==> config.mk <==
export PLATFORM = sky130hd
export DESIGN_NAME = websocket_frame_deframer_core
export DESIGN_NICKNAME = d
export VERILOG_FILES = /design/src/sv/wsd_pkg.sv /design/src/sv/wsd_ram.sv /design/src/sv/wsd_front.sv /design/src/sv/wsd_back.sv /design/src/sv/websocket_frame_deframer_core.sv
export SDC_FILE = /design/constraint.sdc
export NUM_CORES = 2
export LEC_CHECK = 0
export BUFFER_PORTS_ARGS = -buffer_cell sky130_fd_sc_hd__buf_2
export CORE_MARGIN = 2
export CORE_UTILIZATION = 51
export DETAILED_ROUTE_END_ITERATION = 10
export PLACE_DENSITY = 0.78
export SYNTH_ARGS = -nofsm -noshare
export SYNTH_HDL_FRONTEND = slang
export SYNTH_SLANG_ARGS = --single-unit
==> constraint.sdc <==
create_clock -name clk -period 10.1 [get_ports clk]
set_clock_uncertainty 0.2 [all_clocks]
set_input_delay 1.01 -clock clk [delete_from_list [all_inputs] [get_ports clk]]
set_output_delay 1.01 -clock clk [all_outputs]
set_load 0.05 [all_outputs]
==> src/sv/wsd_pkg.sv <==
package wsd_pkg;

    localparam int CONTROL_MAX = 125;
    localparam int HEADER_MAX  = 14;
    localparam int BANK_DEPTH  = 128;
    localparam int BANK_AW     = $clog2(BANK_DEPTH);
    localparam int RAM_DEPTH   = 2 * BANK_DEPTH;
    localparam int RAM_AW      = $clog2(RAM_DEPTH);

    localparam logic [1:0] ST_OPEN   = 2'd0;
    localparam logic [1:0] ST_CLOSED = 2'd1;
    localparam logic [1:0] ST_ERROR  = 2'd2;

    localparam logic [1:0] STATUS_OK       = 2'd0;
    localparam logic [1:0] STATUS_PROTOCOL = 2'd1;
    localparam logic [1:0] STATUS_CLOSED   = 2'd2;
    localparam logic [1:0] STATUS_NO_REPLY = 2'd3;

    localparam logic [3:0] OP_CONT   = 4'h0;
    localparam logic [3:0] OP_BINARY = 4'h2;
    localparam logic [3:0] OP_CLOSE  = 4'h8;
    localparam logic [3:0] OP_PING   = 4'h9;
    localparam logic [3:0] OP_PONG   = 4'hA;

    localparam logic OPERATION_RECEIVE = 1'b0;
    localparam logic OPERATION_DRAIN   = 1'b1;

    typedef struct packed {
        logic       operation;
        logic [7:0] data_byte;
        logic       chunk_end;
    } item_t;

    // Number of extended length bytes for a 7-bit length code.
    function automatic logic [3:0] ext_bytes(input logic [6:0] code);
        logic [3:0] n;
        begin
            n = 4'd0;
            if (code == 7'd126) n = 4'd2;
            if (code == 7'd127) n = 4'd8;
            return n;
        end
    endfunction

endpackage

==> src/sv/wsd_ram.sv <==
module wsd_ram #(
    parameter int WIDTH = 8,
    parameter int DEPTH = 256
) (
    input  logic                     clk,
    input  logic                     we,
    input  logic [$clog2(DEPTH)-1:0] waddr,
    input  logic [WIDTH-1:0]         wdata,
    input  logic                     re,
    input  logic [$clog2(DEPTH)-1:0] raddr,
    output logic [WIDTH-1:0]         rdata
);

    logic [WIDTH-1:0] mem [DEPTH];
    logic [WIDTH-1:0] rdata_reg;

    always_ff @(posedge clk)
    begin
        if (we)
        begin
            mem[waddr] <= wdata;
        end
        if (re)
        begin
            rdata_reg <= mem[raddr];
        end
    end

    assign rdata = rdata_reg;

endmodule

==> src/sv/wsd_front.sv <==
module wsd_front (
    input  logic               clk,
    input  logic               rst_n,
    input  logic               in_valid,
    output logic               in_ready,
    input  wsd_pkg::item_t     in_item,
    output logic               q_valid,
    input  logic               q_ready,
    output wsd_pkg::item_t     q_item
);

    // Two-entry queue that decouples the link side from the parser.
    wsd_pkg::item_t slot_reg [2];
    logic           wr_ptr_reg, wr_ptr_next;
    logic           rd_ptr_reg, rd_ptr_next;
    logic [1:0]     count_reg, count_next;
    logic           push, pop;

    assign in_ready = (count_reg != 2'd2);
    assign q_valid  = (count_reg != 2'd0);
    assign q_item   = slot_reg[rd_ptr_reg];
    assign push     = in_valid && in_ready;
    assign pop      = q_valid && q_ready;

    always_comb
    begin
        wr_ptr_next = push ? ~wr_ptr_reg : wr_ptr_reg;
        rd_ptr_next = pop ? ~rd_ptr_reg : rd_ptr_reg;
        count_next  = count_reg + {1'b0, push} - {1'b0, pop};
    end

    always_ff @(posedge clk or negedge rst_n)
    begin
        if (!rst_n)
        begin
            wr_ptr_reg <= 1'b0;
            rd_ptr_reg <= 1'b0;
            count_reg  <= 2'd0;
        end
        else
        begin
            wr_ptr_reg <= wr_ptr_next;
            rd_ptr_reg <= rd_ptr_next;
            count_reg  <= count_next;
        end
    end

    always_ff @(posedge clk)
    begin
        if (push)
        begin
            slot_reg[wr_ptr_reg] <= in_item;
        end
    end

`ifndef SYNTHESIS
    a_count_range: assert property (@(posedge clk) disable iff (!rst_n)
        count_reg != 2'd3) else $error("queue count out of range");
    a_full_no_push: assert property (@(posedge clk) disable iff (!rst_n)
        (count_reg == 2'd2 && !pop) |=> count_reg == 2'd2)
        else $error("queue lost an entry");
    a_ptr_count: assert property (@(posedge clk) disable iff (!rst_n)
        (count_reg == 2'd0 || count_reg == 2'd2) |-> wr_ptr_reg == rd_ptr_reg)
        else $error("queue pointers out of step");
`endif

endmodule

==> src/sv/wsd_back.sv <==
module wsd_back (
    input  logic           clk,
    input  logic           rst_n,
    input  logic           cfg_we,
    input  logic           cfg_wdata,
    input  logic           q_valid,
    output logic           q_ready,
    input  wsd_pkg::item_t q_item,
    output logic           out_valid,
    input  logic           out_ready,
    output logic [1:0]     status,
    output logic           need_more,
    output logic           data_valid,
    output logic [7:0]     data_out,
    output logic           frame_end,
    output logic           message_end,
    output logic           reply_valid,
    output logic [7:0]     reply_byte,
    output logic           reply_last
);

    // Parser state
    logic        expect_masked_reg;
    logic [1:0]  stage_reg, stage_next;
    logic [3:0]  hcount_reg, hcount_next;
    logic [3:0]  hneed_reg, hneed_next;
    logic [7:0]  first_reg, first_next;
    logic [6:0]  lcode_reg, lcode_next;
    logic [63:0] ext_reg, ext_next;
    logic [3:0]  opcode_reg, opcode_next;
    logic        ctrl_reg, ctrl_next;
    logic        msg_open_reg, msg_open_next;
    logic [63:0] remain_reg, remain_next;
    logic [7:0]  key_reg [4];
    logic [7:0]  key_next [4];
    logic [1:0]  kidx_reg, kidx_next;
    logic [6:0]  ccount_reg, ccount_next;
    logic        ctrl_bank_reg, ctrl_bank_next;
    logic        reply_bank_reg, reply_bank_next;
    logic [7:0]  rlen_reg, rlen_next;
    logic [7:0]  rtaken_reg, rtaken_next;
    logic [7:0]  rhdr_reg, rhdr_next;

    // Result register
    logic        out_valid_reg;
    logic [1:0]  status_reg;
    logic        need_more_reg, data_valid_reg, frame_end_reg, message_end_reg;
    logic [7:0]  data_out_reg;
    logic        reply_valid_reg, reply_last_reg, reply_ram_reg;
    logic [7:0]  reply_byte_reg;

    logic [1:0]  o_status;
    logic        o_need_more, o_data_valid, o_frame_end, o_message_end;
    logic [7:0]  o_data_out;
    logic        o_reply_valid, o_reply_last, o_reply_ram;
    logic [7:0]  o_reply_byte;

    logic                        proc;
    logic                        ram_we, ram_re;
    logic [wsd_pkg::RAM_AW-1:0]  ram_waddr, ram_raddr;
    logic [7:0]                  ram_wdata, ram_rdata;

    assign q_ready = !out_valid_reg || out_ready;
    assign proc    = q_valid && q_ready;

    always_comb
    begin
        logic [7:0]  b;
        logic [3:0]  pos;
        logic [3:0]  eb;
        logic [3:0]  m;
        logic [63:0] len;
        logic        fail;
        logic        done;
        logic        masked;
        logic [7:0]  v;
        logic [6:0]  n;
        logic [7:0]  tk;

        b    = q_item.data_byte;
        pos  = hcount_reg;
        eb   = 4'd0;
        m    = 4'd0;
        len  = 64'd0;
        fail = 1'b0;
        done = 1'b0;
        masked = b[7];
        v    = 8'd0;
        n    = 7'd0;
        tk   = rtaken_reg + 8'd1;

        stage_next     = stage_reg;
        hcount_next    = hcount_reg;
        hneed_next     = hneed_reg;
        first_next     = first_reg;
        lcode_next     = lcode_reg;
        ext_next       = ext_reg;
        opcode_next    = opcode_reg;
        ctrl_next      = ctrl_reg;
        msg_open_next  = msg_open_reg;
        remain_next    = remain_reg;
        key_next       = key_reg;
        kidx_next      = kidx_reg;
        ccount_next    = ccount_reg;
        ctrl_bank_next = ctrl_bank_reg;
        reply_bank_next = reply_bank_reg;
        rlen_next      = rlen_reg;
        rtaken_next    = rtaken_reg;
        rhdr_next      = rhdr_reg;

        o_status      = wsd_pkg::STATUS_OK;
        o_need_more   = 1'b0;
        o_data_valid  = 1'b0;
        o_data_out    = 8'd0;
        o_frame_end   = 1'b0;
        o_message_end = 1'b0;
        o_reply_valid = 1'b0;
        o_reply_byte  = 8'd0;
        o_reply_last  = 1'b0;
        o_reply_ram   = 1'b0;

        ram_we    = 1'b0;
        ram_wdata = 8'd0;
        ram_waddr = {ctrl_bank_reg, ccount_reg[wsd_pkg::BANK_AW-1:0]};
        ram_re    = 1'b0;
        ram_raddr = {reply_bank_reg, 7'(rtaken_reg - 8'd2)};

        if (q_item.operation == wsd_pkg::OPERATION_DRAIN)
        begin
            if (rtaken_reg < rlen_reg)
            begin
                o_reply_valid = 1'b1;
                rtaken_next   = tk;
                o_reply_last  = (tk == rlen_reg);
                if (rtaken_reg == 8'd0)
                begin
                    o_reply_byte = rhdr_reg;
                end
                else if (rtaken_reg == 8'd1)
                begin
                    o_reply_byte = rlen_reg - 8'd2;
                end
                else
                begin
                    o_reply_ram = 1'b1;
                    ram_re      = proc;
                end
            end
            else
            begin
                o_status = wsd_pkg::STATUS_NO_REPLY;
            end
        end
        else if (stage_reg == wsd_pkg::ST_ERROR)
        begin
            o_status = wsd_pkg::STATUS_PROTOCOL;
        end
        else if (stage_reg != wsd_pkg::ST_OPEN)
        begin
            o_status = wsd_pkg::STATUS_CLOSED;
        end
        else
        begin
            if (remain_reg == 64'd0)
            begin
                if (pos >= 4'(wsd_pkg::HEADER_MAX))
                begin
                    fail = 1'b1;
                end
                else
                begin
                    hcount_next = pos + 4'd1;
                    if (pos == 4'd0)
                    begin
                        first_next = b;
                    end
                    else if (pos == 4'd1)
                    begin
                        lcode_next  = b[6:0];
                        hneed_next  = 4'd2 + (masked ? 4'd4 : 4'd0)
                                      + wsd_pkg::ext_bytes(b[6:0]);
                        opcode_next = first_reg[3:0];
                        ctrl_next   = first_reg[3];
                        ext_next    = 64'd0;
                        for (int i = 0; i < 4; i++) key_next[i] = 8'd0;
                        if ((first_reg[6:4] != 3'd0) || (masked != expect_masked_reg))
                        begin
                            fail = 1'b1;
                        end
                        else if (first_reg[3])
                        begin
                            if (!first_reg[7] || b[6:0] > 7'd125)
                            begin
                                fail = 1'b1;
                            end
                            else if (first_reg[3:0] != wsd_pkg::OP_CLOSE
                                     && first_reg[3:0] != wsd_pkg::OP_PING
                                     && first_reg[3:0] != wsd_pkg::OP_PONG)
                            begin
                                fail = 1'b1;
                            end
                        end
                        else if (first_reg[3:0] != wsd_pkg::OP_BINARY
                                 && first_reg[3:0] != wsd_pkg::OP_CONT)
                        begin
                            fail = 1'b1;
                        end
                    end
                    else
                    begin
                        eb = wsd_pkg::ext_bytes(lcode_reg);
                        if (pos < 4'd2 + eb)
                        begin
                            ext_next = {ext_reg[55:0], b};
                        end
                        else
                        begin
                            m = pos - 4'd2 - eb;
                            if (m < 4'd4) key_next[m[1:0]] = b;
                        end
                    end

                    // Header completion
                    if (!fail && hneed_next != 4'd0 && hcount_next == hneed_next)
                    begin
                        if (lcode_next == 7'd126)
                        begin
                            len = {48'd0, ext_next[15:0]};
                            if (len < 64'd126) fail = 1'b1;
                        end
                        else if (lcode_next == 7'd127)
                        begin
                            len = ext_next;
                            if (len <= 64'hffff || len[63]) fail = 1'b1;
                        end
                        else
                        begin
                            len = {57'd0, lcode_next};
                        end
                        if (!expect_masked_reg)
                        begin
                            for (int i = 0; i < 4; i++) key_next[i] = 8'd0;
                        end
                        kidx_next   = 2'd0;
                        ccount_next = 7'd0;
                        if (!ctrl_next)
                        begin
                            if (opcode_next == wsd_pkg::OP_CONT && !msg_open_reg)
                            begin
                                fail = 1'b1;
                            end
                            if (opcode_next == wsd_pkg::OP_BINARY && msg_open_reg)
                            begin
                                fail = 1'b1;
                            end
                            msg_open_next = !first_next[7];
                        end
                        remain_next = len;
                        done = (len == 64'd0);
                    end
                end
            end
            else
            begin
                v         = b ^ key_reg[kidx_reg];
                kidx_next = kidx_reg + 2'd1;
                if (ctrl_reg)
                begin
                    if (ccount_reg >= 7'(wsd_pkg::CONTROL_MAX))
                    begin
                        fail = 1'b1;
                    end
                    else
                    begin
                        ram_we      = proc;
                        ram_wdata   = v;
                        ccount_next = ccount_reg + 7'd1;
                    end
                end
                else
                begin
                    o_data_valid = 1'b1;
                    o_data_out   = v;
                end
                remain_next = remain_reg - 64'd1;
                done = (remain_next == 64'd0);
            end

            if (fail)
            begin
                stage_next   = wsd_pkg::ST_ERROR;
                o_status     = wsd_pkg::STATUS_PROTOCOL;
                o_data_valid = 1'b0;
                o_data_out   = 8'd0;
            end
            else
            begin
                o_need_more = q_item.chunk_end;
                if (done)
                begin
                    hcount_next = 4'd0;
                    hneed_next  = 4'd0;
                    if (ctrl_next)
                    begin
                        if (opcode_next == wsd_pkg::OP_CLOSE)
                        begin
                            n = (ccount_next >= 7'd2) ? 7'd2 : 7'd0;
                        end
                        else
                        begin
                            n = ccount_next;
                        end
                        // A new reply swaps the stored payload bank into the reply side.
                        if ((opcode_next == wsd_pkg::OP_PING
                             || opcode_next == wsd_pkg::OP_CLOSE)
                            && rlen_reg == rtaken_reg)
                        begin
                            rhdr_next       = (opcode_next == wsd_pkg::OP_PING)
                                              ? {4'h8, wsd_pkg::OP_PONG}
                                              : {4'h8, wsd_pkg::OP_CLOSE};
                            rlen_next       = 8'd2 + {1'b0, n};
                            rtaken_next     = 8'd0;
                            reply_bank_next = ctrl_bank_reg;
                            ctrl_bank_next  = reply_bank_reg;
                        end
                        if (opcode_next == wsd_pkg::OP_CLOSE)
                        begin
                            stage_next  = wsd_pkg::ST_CLOSED;
                            o_status    = wsd_pkg::STATUS_CLOSED;
                            o_need_more = 1'b0;
                        end
                        else
                        begin
                            ccount_next = 7'd0;
                        end
                    end
                    else
                    begin
                        o_frame_end   = 1'b1;
                        o_message_end = first_next[7];
                        ccount_next   = 7'd0;
                    end
                end
            end
        end
    end

    always_ff @(posedge clk or negedge rst_n)
    begin
        if (!rst_n)
        begin
            expect_masked_reg <= 1'b1;
            stage_reg      <= wsd_pkg::ST_OPEN;
            hcount_reg     <= 4'd0;
            hneed_reg      <= 4'd0;
            first_reg      <= 8'd0;
            lcode_reg      <= 7'd0;
            ext_reg        <= 64'd0;
            opcode_reg     <= 4'd0;
            ctrl_reg       <= 1'b0;
            msg_open_reg   <= 1'b0;
            remain_reg     <= 64'd0;
            for (int i = 0; i < 4; i++) key_reg[i] <= 8'd0;
            kidx_reg       <= 2'd0;
            ccount_reg     <= 7'd0;
            ctrl_bank_reg  <= 1'b0;
            reply_bank_reg <= 1'b1;
            rlen_reg       <= 8'd0;
            rtaken_reg     <= 8'd0;
            rhdr_reg       <= 8'd0;
            out_valid_reg  <= 1'b0;
        end
        else
        begin
            if (cfg_we)
            begin
                expect_masked_reg <= cfg_wdata;
            end
            if (proc)
            begin
                stage_reg      <= stage_next;
                hcount_reg     <= hcount_next;
                hneed_reg      <= hneed_next;
                first_reg      <= first_next;
                lcode_reg      <= lcode_next;
                ext_reg        <= ext_next;
                opcode_reg     <= opcode_next;
                ctrl_reg       <= ctrl_next;
                msg_open_reg   <= msg_open_next;
                remain_reg     <= remain_next;
                key_reg        <= key_next;
                kidx_reg       <= kidx_next;
                ccount_reg     <= ccount_next;
                ctrl_bank_reg  <= ctrl_bank_next;
                reply_bank_reg <= reply_bank_next;
                rlen_reg       <= rlen_next;
                rtaken_reg     <= rtaken_next;
                rhdr_reg       <= rhdr_next;
            end
            if (proc)
            begin
                out_valid_reg <= 1'b1;
            end
            else if (out_ready)
            begin
                out_valid_reg <= 1'b0;
            end
        end
    end

    always_ff @(posedge clk)
    begin
        if (proc)
        begin
            status_reg      <= o_status;
            need_more_reg   <= o_need_more;
            data_valid_reg  <= o_data_valid;
            data_out_reg    <= o_data_out;
            frame_end_reg   <= o_frame_end;
            message_end_reg <= o_message_end;
            reply_valid_reg <= o_reply_valid;
            reply_byte_reg  <= o_reply_byte;
            reply_last_reg  <= o_reply_last;
            reply_ram_reg   <= o_reply_ram;
        end
    end

    wsd_ram #(
        .WIDTH (8),
        .DEPTH (wsd_pkg::RAM_DEPTH)
    ) u_store (
        .clk   (clk),
        .we    (ram_we),
        .waddr (ram_waddr),
        .wdata (ram_wdata),
        .re    (ram_re),
        .raddr (ram_raddr),
        .rdata (ram_rdata)
    );

    assign out_valid   = out_valid_reg;
    assign status      = status_reg;
    assign need_more   = need_more_reg;
    assign data_valid  = data_valid_reg;
    assign data_out    = data_out_reg;
    assign frame_end   = frame_end_reg;
    assign message_end = message_end_reg;
    assign reply_valid = reply_valid_reg;
    assign reply_byte  = reply_ram_reg ? ram_rdata : reply_byte_reg;
    assign reply_last  = reply_last_reg;

`ifndef SYNTHESIS
    a_error_sticky: assert property (@(posedge clk) disable iff (!rst_n)
        stage_reg == wsd_pkg::ST_ERROR |=> stage_reg == wsd_pkg::ST_ERROR)
        else $error("error stage left");
    a_banks_apart: assert property (@(posedge clk) disable iff (!rst_n)
        ctrl_bank_reg != reply_bank_reg) else $error("payload banks collide");
    a_taken_bound: assert property (@(posedge clk) disable iff (!rst_n)
        rtaken_reg <= rlen_reg) else $error("reply drained past its end");
    a_data_ok: assert property (@(posedge clk) disable iff (!rst_n)
        (out_valid_reg && data_valid_reg) |-> status_reg == wsd_pkg::STATUS_OK)
        else $error("data byte with bad status");
`endif

endmodule

==> src/sv/websocket_frame_deframer_core.sv <==
// An accepted transaction passes the front queue, then the parser and its output register.
// Throughput: one transaction per cycle unless out_ready stalls the output register.
// Reply bytes beyond the two header bytes come from a registered-read RAM port.
// Reset (rst_n, asynchronous, active low) opens the connection, clears the
// parser state and sets expect_masked to 1; the payload RAM is not cleared.
module websocket_frame_deframer_core (
    input  logic       clk,
    input  logic       rst_n,
    // Configuration: single register, written whenever cfg_we is high.
    input  logic       cfg_we,
    input  logic       cfg_wdata,
    // Input channel
    input  logic       in_valid,
    output logic       in_ready,
    input  logic       operation,
    input  logic [7:0] data_byte,
    input  logic       chunk_end,
    // Result channel
    output logic       out_valid,
    input  logic       out_ready,
    output logic [1:0] status,
    output logic       need_more,
    output logic       data_valid,
    output logic [7:0] data_out,
    output logic       frame_end,
    output logic       message_end,
    output logic       reply_valid,
    output logic [7:0] reply_byte,
    output logic       reply_last
);

    wsd_pkg::item_t in_item;
    wsd_pkg::item_t q_item;
    logic           q_valid;
    logic           q_ready;

    assign in_item.operation = operation;
    assign in_item.data_byte = data_byte;
    assign in_item.chunk_end = chunk_end;

    // The two-entry front queue absorbs stalls on the result side so the link side
    // keeps moving, until the queue fills, while a finished result waits to be taken.
    wsd_front u_front (
        .clk      (clk),
        .rst_n    (rst_n),
        .in_valid (in_valid),
        .in_ready (in_ready),
        .in_item  (in_item),
        .q_valid  (q_valid),
        .q_ready  (q_ready),
        .q_item   (q_item)
    );

    // The back end parses headers, unmasks payload, keeps control payloads
    // in one RAM bank and swaps that bank to the reply side when a pong or
    // close echo is queued, so no copy of the payload is ever made.
    wsd_back u_back (
        .clk         (clk),
        .rst_n       (rst_n),
        .cfg_we      (cfg_we),
        .cfg_wdata   (cfg_wdata),
        .q_valid     (q_valid),
        .q_ready     (q_ready),
        .q_item      (q_item),
        .out_valid   (out_valid),
        .out_ready   (out_ready),
        .status      (status),
        .need_more   (need_more),
        .data_valid  (data_valid),
        .data_out    (data_out),
        .frame_end   (frame_end),
        .message_end (message_end),
        .reply_valid (reply_valid),
        .reply_byte  (reply_byte),
        .reply_last  (reply_last)
    );

endmodule
==> results_dict.tcl <==
set metrics [dict create \
    rsz_0062_raised_after_global_routing "false" \
    worst_slew_margin_rel 0.0844 \
    cts.hold.buffers_added 0 \
    syn-cell-area_mm2 0.0960 \
    hpwlAfterDp_um 141000 \
    synth_cell_type_count 88 \
    boundaryPins 42 \
    end_kind "flip-flop" \
    met1_length_um 91100 \
    postLayoutSetupSlackWorst_ps 3740 \
    synthDominantAreaCellType "edfxtp_1" \
    achievable-frequency_ghz 0.157 \
    ys_top_cells_by_area "edfxtp_1 (66%), mux4_2 (15%), dfrtp_1 (5.8%)" \
    largest_register_ff_count 2048 \
    tightest_pin_transition_ps 1370 \
    post_synth_most_frequent_cells "edfxtp_1 (2101), mux4_2 (656), nor2_1 (442)" \
    std_cell_rows 159 \
    synth_cells 5263 \
    seq_area_frac_synth 0.716 \
    buffers_added_on_ports 41 \
    final-setup-viol-count 0 \
    post-route-min-period_ps 6360 \
    yosys_warnings 0 \
    antenna_found_initial 7 \
    clock_sinks 2327 \
    synth_seq_cells 2327 \
    vias_per_cell 6.54 \
    status "complete, no violations" \
    numCtsBuffers 218 \
    timing.final.crit_share 0.630 \
    vias_in_the_first_global_route 52000 \
    post_cts_resized 0 \
    preCtsSetupSlack_ps 3800 \
    post_layout_nonfiller_instances 8003 \
    final_weighted_congestion_in_routability_driven_placement 0.949 \
    dominantRegCellSynth "edfxtp_1" \
    critical_path_class "reg2reg" \
    root_buffer "clkbuf_16" \
    die_outline_area_mm2 0.192 \
    synth_top_area_frac 0.657 \
    floorplan_core_area_mm2 0.187 \
    post_cts.repair.setup_buffers 0 \
    power.total_mw 19.8 \
    h-tree-depth 4 \
    firstDrtPassIters 6 \
    clk_pin_slew_ps 70 \
    met2_wirelength_um 118000 \
    launching_element_type_of_the_critical_path "flip-flop" \
    final-hold-violation-count 0 \
    grt_use_total 0.250 \
    tns_ps 0 \
    drt_iter0_markers 7287 \
    critPathArrivalTime_ps 6700 \
    drive_above_1_share 0.218 \
    syn-mean-instance-area_um2 18.2 \
    yosys.cell_count.top_type "edfxtp_1" \
    max_cap_violations 0 \
    critPathMaxFanout 113 \
    effective_utilization_at_floorplan 0.513 \
    tritoncts "built" \
    chipHeight_um 438 \
    chipWidth_um 438 \
    area_growth_from_synthesis_to_layout_pct 10.8 \
    vias 52400 \
    clk-insertion-delay-late_ps 870 \
    power_density_mw_per_mm2 186 \
    grt_first_pass_wirelength_um 356000 \
    grt_start_max_net_pins 257 \
    highest-signal-layer "met5" \
    final_number_of_max_transition_violations 0 \
    post_place_cells 7593 \
    fin_nets 5367 \
    finish.utilization 0.568 \
    count_of_nets_left_with_antenna_violations_after_detail_routing 0 \
    post_drt_wl_per_cell_um 30.0 \
    worst-endpoint-required_ps 10430 \
    route.met3.wl_um 21800 \
    clock_tree.buffer_depth 3 \
    holdCritPathClass "in2async" \
    postSynth.asyncResetShare 0.0971 \
    drt_wl_total_um 240000 \
    remaining_global_route_overflow 0 \
    synth_edf_count 2101 \
    power.static_leakage_nw 39.9 \
    maximum_vdd_drop_mv 0.167 \
    drt_drc_violations_left 0 \
]
-- final cells by class --
type / instances / area [um2]
Multi-Input combinational cell: 2587 / 26100
Antenna cell: 4 / 10.0
Clock buffer: 259 / 5670
Timing Repair Buffer: 135 / 1050
Tap cell: 2495 / 3120
Clock inverter: 147 / 1520
Sequential cell: 2327 / 68800
Inverter: 49 / 184
Fill cell: 13400 / 81000
-- kinds of logic after synthesis --
family / after synthesis / synth area share
other: 1 / 0.0000390
adder cells (fa/ha/maj): 33 / 0.00438
AND/OR/NAND/NOR: 1153 / 0.0564
XOR/XNOR: 59 / 0.00567
buffers and inverters: 364 / 0.0145
flip-flops: 2327 / 0.716
AO/OA/AOI/OAI: 570 / 0.0384
multiplexers: 756 / 0.165
-- placed cells by master, fill, tap and decap left out, drive strengths merged, types with 8 or more instances in the layout --
cell / instances
or2: 16
xnor2: 39
and2: 18
nor3: 70
clkinvlp: 11
inv: 55
nor2: 443
nor2b: 46
dfrtp: 224
conb: 16
nor4b: 10
nand3: 71
edfxtp: 2101
buf: 135
mux2i: 64
a211oi: 67
xor2: 18
or4: 17
and3: 10
a22o: 62
bufinv: 22
or3: 33
o31ai: 17
nand2b: 11
clkinv: 108
ha: 32
nand2: 280
a31oi: 15
clkbuf: 259
nand4: 34
o21ai: 109
a22oi: 9
mux2: 36
mux4: 656
o211ai: 8
nor4: 63
a21oi: 192
o22ai: 11
nor3b: 9
-- per-stage QoR --
stage / hold WS, ps / cell area, um2
floorplan: 235 / 96100
global route: 101 / 106000
CTS: 53.3 / 106000
global placement: 255 / 99200
finish: 12.5 / 106000
detailed placement: 265 / 99200
-- worst paths after layout --
| path | startpoint | end | slack, ps | depth (start not counted) |
|---|---|---|---|---|
| setup / recovery | u_back.remain_reg[0]$_DFFE_PN0P_ | u_back.u_store.mem[12][2]$_DFFE_PP_ | 3740 | 11 |
| hold / removal | rst_n | u_back.remain_reg[40]$_DFFE_PN0P_ | 10 | 1 |
| setup reg to reg | u_back.remain_reg[0]$_DFFE_PN0P_ | u_back.u_store.mem[12][2]$_DFFE_PP_ | 3740 | 11 |
| hold reg to reg | u_back.first_reg[5]$_DFFE_PN0P_ | u_back.first_reg[5]$_DFFE_PN0P_ | 280 | 2 |
| max in group asynchronous | rst_n | u_front.wr_ptr_reg$_DFFE_PN0P_ | 7470 | 3 |
| min in group clk | data_byte[2] | u_front.slot_reg[1][3]$_DFFE_PP_ | 150 | 1 |
-- routing by layer --
layer	vias to the layer above	track usage
met5	-	0
met4	12	0.0957
met3	515	0.0433
met2	3253	0.401
met1	27200	0.347
li1	21400	-
-- report_power, final --
part	internal, mW	switching, mW
Sequential	10.5	0.157
Clock	4.59	3.68
Combinational	0.246	0.646
Total	15.3	4.48
-- worst max-delay path, stage by stage (launching register included) --
cell      delay (ps)
dfrtp_1          460
inv_1             80
ha_1             290
nor3b_2          270
nand2_1          200
nor4b_2           70
buf_4            180
a21boi_1         540
nand2b_1         590
nor2_4          1090
buf_4           1040
buf_4            910
No activity file was read; power rests on OpenSTA's default activity.
